--- src/rtl/mvm_pkg.sv ---
// shared types, constants and control structs for the matrix-vector multiply core
package mvm_pkg;

    localparam int DEFAULT_MAX_SIZE = 1024;
    localparam int RESET_SIZE       = 1024;
    localparam int CFG_W            = 11;
    localparam int VALUE_W          = 32;
    localparam int ROW_IDX_W        = 10;
    localparam int ACC_W            = 64;
    localparam int FRAC_BITS        = 16;

    typedef enum logic {
        CMD_LOAD_VECTOR = 1'b0,
        CMD_MATRIX_ELEM = 1'b1
    } cmd_code_t;

    typedef struct packed {
        cmd_code_t                  cmd;
        logic signed [VALUE_W-1:0]  value;
    } in_item_t;

    typedef struct packed {
        logic signed [VALUE_W-1:0]  row_sum;
        logic [ROW_IDX_W-1:0]       row_index;
        logic                       last_row;
    } out_item_t;

    typedef struct packed {
        logic load_we;
        logic mat_capture;
        logic mul_en;
        logic acc_en;
        logic row_end;
    } dp_ctrl_t;

    typedef struct packed {
        logic last_col;
        logic out_free;
    } dp_status_t;

endpackage

--- src/rtl/mvm_controller.sv ---
// control state machine sequencing vector loads and matrix multiply-accumulate steps
module mvm_controller
    import mvm_pkg::*;
(
    input  logic       aclk,
    input  logic       aresetn,
    input  logic       s_valid,
    input  cmd_code_t  s_cmd,
    output logic       s_ready,
    input  dp_status_t status,
    output dp_ctrl_t   ctrl
);

    typedef enum logic [1:0] {
        S_IDLE,
        S_MUL,
        S_ACC
    } state_t;

    state_t state_reg;
    state_t state_next;

    always_ff @(posedge aclk) begin
        if (!aresetn) begin
            state_reg <= S_IDLE;
        end else begin
            state_reg <= state_next;
        end
    end

    always_comb begin
        state_next = state_reg;
        s_ready    = 1'b0;
        ctrl       = '0;
        case (state_reg)
            S_IDLE: begin
                s_ready = 1'b1;
                if (s_valid) begin
                    if (s_cmd == CMD_LOAD_VECTOR) begin
                        ctrl.load_we = 1'b1;
                    end else begin
                        ctrl.mat_capture = 1'b1;
                        state_next       = S_MUL;
                    end
                end
            end
            S_MUL: begin
                ctrl.mul_en = 1'b1;
                state_next  = S_ACC;
            end
            S_ACC: begin
                if (!status.last_col) begin
                    ctrl.acc_en = 1'b1;
                    state_next  = S_IDLE;
                end else if (status.out_free) begin
                    ctrl.acc_en  = 1'b1;
                    ctrl.row_end = 1'b1;
                    state_next   = S_IDLE;
                end
            end
            default: begin
                state_next = S_IDLE;
            end
        endcase
    end

endmodule

--- config.mk ---
export PLATFORM = sky130hd
export DESIGN_NAME = mvm_controller
export DESIGN_NICKNAME = d
export VERILOG_FILES = /design/src/rtl/mvm_pkg.sv /design/src/rtl/mvm_controller.sv
export SDC_FILE = /design/constraint.sdc
export NUM_CORES = 1
export LEC_CHECK = 0
export BUFFER_PORTS_ARGS = -buffer_cell sky130_fd_sc_hd__clkbuf_2
export CELL_PAD_IN_SITES_DETAIL_PLACEMENT = 0
export CELL_PAD_IN_SITES_GLOBAL_PLACEMENT = 1
export CORE_AREA = 2 2 39 41
export DETAILED_ROUTE_END_ITERATION = 12
export DIE_AREA = 0 0 41 43
export PLACE_DENSITY_LB_ADDON = 0.1
export SYNTH_ARGS = -nofsm -noshare
export SYNTH_HDL_FRONTEND = slang
export SYNTH_SLANG_ARGS = --single-unit
--- constraint.sdc ---
create_clock -name aclk -period 0.8 [get_ports aclk]
set_input_delay 0.04 -clock aclk [delete_from_list [all_inputs] [get_ports aclk]]
set_output_delay 0.04 -clock aclk [all_outputs]
set_load 0.02 [all_outputs]
==> flow_summary.yaml, run 1 <==
synth:
  synth_warnings: 0
  synth_area_um2: 115
  yosysTopAreaCell: "dfxtp_1"
  synth_top_area_share_pct: 34.8
  synth.net_count: 18
  ys_ff_latch: 2
  ys_seq_area_share_pct: 34.8
  yosys-top-cells-area: "dfxtp_1 (35%), nor2b_1 (11%), and4b_1 (8.7%)"
  synthCells: 12
  syn_avg_cell_area_um2: 9.59
  synth.distinct_cells: 10
pwr:
  sequentialPowerShare_pct: 24.8
  ir_drop_v: 0.000351
  comb_power_share_pct: 25.9
  netSwitchingPower_mw: 0.111
  p_clk_share_pct: 49.2
  switching_share_pct: 24.9
  power_per_cell_area_nw_per_um2: 1320
  power_mw: 0.447
  p_int_mw: 0.336
  leakage_nw: 0.147
sta:
  finalSetupViolations: 8
  drv_slew: 0
  finClkSkew_ns: 0.000676
  hold_ws_ns: 0.0402
  period_share_pct: 130
  min_period_ns: 1.04
  maxSlewHeadroom_pct: 81.9
  tightestPinTransition_ns: 0.267
  fin_ws_ns: -0.242
  hold_violations: 0
  rsz0062_at_grt: "true"
  tns_ns: -1.33
  max_freq_mhz: 960
placed_design:
  placed_cells: 40
  routabilityCongestion: 0.584
  io_buffers: 11
  dpl.hpwl_um: 319
layout:
  regArea_um2: 47.5
  stdcell_count: 44
  diodes: 0
  largest_reg_flops: 2
  layout_commonest_cell: "clkbuf_2"
  nNetsFinal: 36
  final_cell_mix: "clkbuf_2 (5), clkbuf_4 (3), buf_8 (3)"
  areaGrowthSynthToFinish_pct: 195
  fillers: 153
  multi_input_area_um2: 121
  drive_gt1_share_pct: 82.1
clock_tree:
  clockRootBuffer: "clkbuf_4"
  ctsHoldBuffers: 0
  cts.sinks: 2
  clk_path_buf_depth: 2
  cts_buffers: 3
  htree_levels: 1
  cts_tree: "built"
  worst_skew_pair.late_latency_ns: 0.22
  path_clk_slew_ns: 0.03
grt:
  gr-usage-all-layers_pct: 5.71
  antenna_found_initial: 0
  grt_max_degree: 7
  grt_pass1_wl_um: 621
  overflow: 0
  grt_pass1_vias: 179
route:
  routed.top_layer: "met3"
  wl_met3_um: 41
  routed-via-count: 160
  first_iter_violations: 0
  wl_met1_um: 149
  drt_pass1_iterations: 1
  drc: 0
  wl_met2_um: 229
  viasPerCell: 3.64
  route.antenna.remaining_nets: 0
  wl_per_cell_um: 9.55
  postRouteWirelength_um: 420
floorplanning:
  fp.coreArea_um2: 1380
  die_x_um: 41
  initial_core_util_pct: 8.32
  rows: 14
  ios: 12
  die_y_um: 43
  fp.dieArea_um2: 1760
min_path:
  hp-class: "primary input to flip-flop"
run_status:
  status: "finished with violations"
  failed_checks: "setup timing"
worst_setup_path:
  worstPathMaxFanout: 6
  cp-start-kind: "flip-flop"
  path_class: "flip-flop to output port"
  cp_data_required_time_ns: 0.76
  worstPathArrival_ns: 1.00
  cp-end-kind: "output port"
flow_run:
  drv_cap: 0
[metrics by stage]
stage | utilization [%] | instance area (um2) | worst slack [ns]
2_1_floorplan | - | 169 | -0.0230
3_3_place_gp | 18.2 | 251 | -0.0905
3_5_place_dp | 18.2 | 251 | -0.0742
4_1_cts | 23.4 | 324 | -0.288
5_1_grt | 24.5 | 339 | -0.287
6_report | 24.5 | 339 | -0.242
[worst max-delay path, stage by stage (launching register included)]
cell	delay, ns
dfxtp_4	0.37
nor4b_4	0.24
buf_4	0.17
[power groups by stage]
stage | Combinational (mW) | Clock [mW] | Sequential (mW)
final | 0.116 | 0.220 | 0.111
after floorplan | 0.0489 | 0 | 0.111
after global routing | 0.122 | 0.237 | 0.112
after CTS | 0.103 | 0.239 | 0.111
after detailed placement | 0.0834 | 0 | 0.112
after global placement | 0.0837 | 0 | 0.112
[path summary, 6_finish.rpt]
| kind | from | to | slack [ns] | cells after the start |
|---|---|---|---|---|
| setup / recovery | state_reg[0] | ctrl[4] | -0.24 | 2 |
| hold / removal | aresetn | state_reg[1] | 0.04 | 2 |
| setup reg to reg | state_reg[0] | state_reg[1] | -0.07 | 2 |
| hold reg to reg | state_reg[0] | state_reg[1] | 0.67 | 2 |
[layer usage]
metal,GRT usage [%],up-vias
li1,-,81
met2,7.81,5
met3,2.09,0
met4,8.00,0
met1,5.11,74
met5,0,-
[logic make-up after synthesis]
family,count (synthesis),share of synthesized area [%]
simple gates,9,58.7
compound gates,1,6.52
flops,2,34.8
[area by class of cell]
type / instances / area share [%]
Multi-Input combinational cell: 10 / 35.8
Timing Repair Buffer: 13 / 37.6
Sequential cell: 2 / 14.0
Tap cell: 16 / 5.90
Clock buffer: 3 / 6.64
[cells in the mapped netlist]
cell      count
and3_1        1
dfxtp_1       2
nor2_1        1
o21a_1        1
nor4bb_1      1
nor2b_1       2
and4b_1       1
nor3b_1       1
nor4b_1       1
and4_1        1
[repair_timing]
| item | CTS | global route |
|---|---|---|
| setup endpoints to repair | 7 | 7 |
| pin swaps | 1 | 2 |
| buffers inserted | 0 | 1 |
| resized for setup | 12 | 5 |
Power figures use the tool's default switching activity.
==> run 2: changes to the inputs <==
--- a/config.mk
+++ b/config.mk
@@ -5,6 +5,7 @@
 export SDC_FILE = /design/constraint.sdc
 export NUM_CORES = 1
 export LEC_CHECK = 0
+export ABC_AREA = 1
 export BUFFER_PORTS_ARGS = -buffer_cell sky130_fd_sc_hd__clkbuf_2
 export CELL_PAD_IN_SITES_DETAIL_PLACEMENT = 0
 export CELL_PAD_IN_SITES_GLOBAL_PLACEMENT = 1
==> constraint.sdc (replaced) <==
create_clock -name aclk -period 1 [get_ports aclk]
set_input_delay 0.05 -clock aclk [delete_from_list [all_inputs] [get_ports aclk]]
set_output_delay 0.05 -clock aclk [all_outputs]
set_load 0.02 [all_outputs]
==> flow_summary.yaml, run 2 <==
run_status:
  status: "finished with violations"
  failed_checks: "setup timing"
pwr:
  power_per_cell_area_nw_per_um2: 1230
  netSwitchingPower_mw: 0.0947
  comb_power_share_pct: 23.1
  p_int_mw: 0.256
  ir_drop_v: 0.000558
  leakage_nw: 0.147
  switching_share_pct: 27.0
  p_clk_share_pct: 51.6
  sequentialPowerShare_pct: 25.3
worst_setup_path:
  worstPathMaxFanout: 2
  crit_top_cell: "inv_2"
  crit_path_max_incr_delay_ns: 0.34
  cp_data_required_time_ns: 0.95
  cp_top_family: "flip-flops"
  cp-start-kind: "flip-flop"
  worstPathArrival_ns: 0.96
  path_class: "flip-flop to output port"
  cp-end-kind: "output port"
  cp_slowest_cell: "dfxtp_2"
  worstPathCellList: "inv_2, nor2_4, inv_2, nor2_2, buf_4"
  crit_buf_inv: 3
placed_design:
  routabilityCongestion: 0.534
  io_buffers: 11
  placed_cells: 48
  placed_cell_area_um2: 208
  dpl.hpwl_um: 307
  pre_cts_ws_ns: 0.145
synth:
  synth_top_area_share_pct: 30.2
  synth_edf_count: 0
  synth.distinct_cells: 9
  synthArstFlopShare_pct: 0
  synthCells: 21
  synth.most_common_cell: "inv_1"
  yosys_most_used_dff: "dfxtp_1"
  ys_seq_area_share_pct: 30.2
  syn_avg_cell_area_um2: 6.32
  synth_warnings: 0
  yosys-top-cells-count: "inv_1 (5), nor2_1 (4), nand2_1 (3), nor2_2 (3), dfxtp_1 (2)"
  synth.net_count: 27
  ys_ff_latch: 2
  synth_area_um2: 133
  yosysTopAreaCell: "dfxtp_1"
  yosys-top-cells-area: "dfxtp_1 (30%), inv_1 (14%), nor2_2 (14%)"
clock_tree:
  clk_path_buf_depth: 2
  cts_tree: "built"
  htree_levels: 1
  path_clk_slew_ns: 0.03
  clockRootBuffer: "clkbuf_4"
  worst_skew_pair.late_latency_ns: 0.23
  cts_buffers: 3
  cts.sinks: 2
sta:
  maxSlewHeadroom_pct: 91.7
  drv_slew: 0
  tns_ns: -0.0377
  period_share_pct: 101
  fin_ws_ns: -0.0146
  finClkSkew_ns: 0.00351
  min_period_ns: 1.01
  hold_violations: 0
  tightestPinTransition_ns: 0.125
  max_freq_mhz: 986
  hold_ws_ns: 0.0711
  finalSetupViolations: 4
  rsz0062_at_grt: "true"
route:
  drc: 0
  postRouteWirelength_um: 382
  wl_per_cell_um: 7.21
  first_iter_violations: 0
  routed-via-count: 176
  viasPerCell: 3.32
  drt_pass1_iterations: 1
  route.antenna.remaining_nets: 0
grt:
  grt_pass1_wl_um: 607
  antenna_found_initial: 0
  gr-usage-all-layers_pct: 5.81
  grt_pass1_vias: 168
  grt_max_degree: 4
  overflow: 0
layout:
  areaGrowthSynthToFinish_pct: 114
  multi_input_area_um2: 87.6
  regArea_um2: 42.5
  largest_reg_flops: 2
  final_cell_mix: "buf_4 (7), clkbuf_2 (5), inv_1 (4), nor2_2 (4)"
  drive_gt1_share_pct: 78.4
  final_cell_area_um2: 284
  diodes: 0
  layout_commonest_cell: "buf_4"
  fillers: 168
  stdcell_count: 53
  nNetsFinal: 45
floorplanning:
  die_x_um: 41
  ios: 12
  fp.dieArea_um2: 1760
  die_y_um: 43
  fp.coreArea_um2: 1380
  rows: 14
  initial_core_util_pct: 9.58
flow_run:
  drv_cap: 0
min_path:
  hp-class: "primary input to flip-flop"
==> run 2: cell count changes in the layout (fill, tap and decap cells not counted), sizes merged, moves of 2 or more <==
cell | before | now
inv | 0 | 6
nor2 | 1 | 7
nand2 | 0 | 4
buf | 6 | 8
clkbuf | 10 | 8
nor2b | 2 | 0
==> run 2: kinds of logic after synthesis <==
group,Yosys count,synth area share [%]
and+or+nand+nor,12,46.2
buffers and inverters,6,17.0
DFF,2,30.2
AOI/OAI and AO/OA,1,6.60
==> run 2: path summary, 6_finish.rpt <==
path	start	endpoint	slack, ns	depth (start not counted)
max	state_reg[1]	ctrl[1]	-0.01	5
min	aresetn	state_reg[1]	0.07	3
max reg2reg	state_reg[0]	state_reg[0]	0.18	4
min reg2reg	state_reg[0]	state_reg[1]	0.55	2
==> run 2: metrics by stage <==
step                      power [mW]  utilization [%]
after floorplan                0.124                -
after global placement         0.148             15.0
after detailed placement       0.149             15.0
after CTS                      0.354             19.0
after global routing           0.383             20.5
final                          0.350             20.5
==> run 2: worst min-delay path, cell delays in order <==
cell and delay [ns]:
clkbuf_2 0.08, inv_1 0.09, a21oi_2 0.04
==> run 2: layer usage <==
layer  wire length (um)  vias to the layer above  GRT usage [%]
met2                190                       10           6.56
met4                  0                        0           2.00
met1                146                       75           6.05
met3                 45                        0           7.85
met5                  0                        -              0
li1                   -                       91              -
==> run 2: what timing repair did <==
| action | CTS | global route |
|---|---|---|
| setup buffers | 1 | 1 |
| resized for setup | 10 | 10 |
| endpoints found under the hold margin | 0 | 0 |
| setup endpoints to repair | 4 | 6 |
| hold buffers | 0 | 0 |
| pin swaps | 2 | 2 |
==> run 2: layout make-up <==
class | instances | share of cell area [%]
repair buffers | 13 | 31.3
multi-input cells | 13 | 30.8
flip-flops and latches | 2 | 15.0
clock buffers | 3 | 7.93
inverters | 6 | 7.93
well taps | 16 | 7.05
==> run 2: power groups by stage <==
stage / combinational (mW) / clock (mW) / sequential, mW
6_report: 0.0809 / 0.181 / 0.0885
5_1_grt: 0.0884 / 0.205 / 0.0889
4_1_cts: 0.0717 / 0.193 / 0.0885
3_5_place_dp: 0.0613 / 0 / 0.0873
3_3_place_gp: 0.0609 / 0 / 0.0871
2_1_floorplan: 0.0367 / 0 / 0.0869
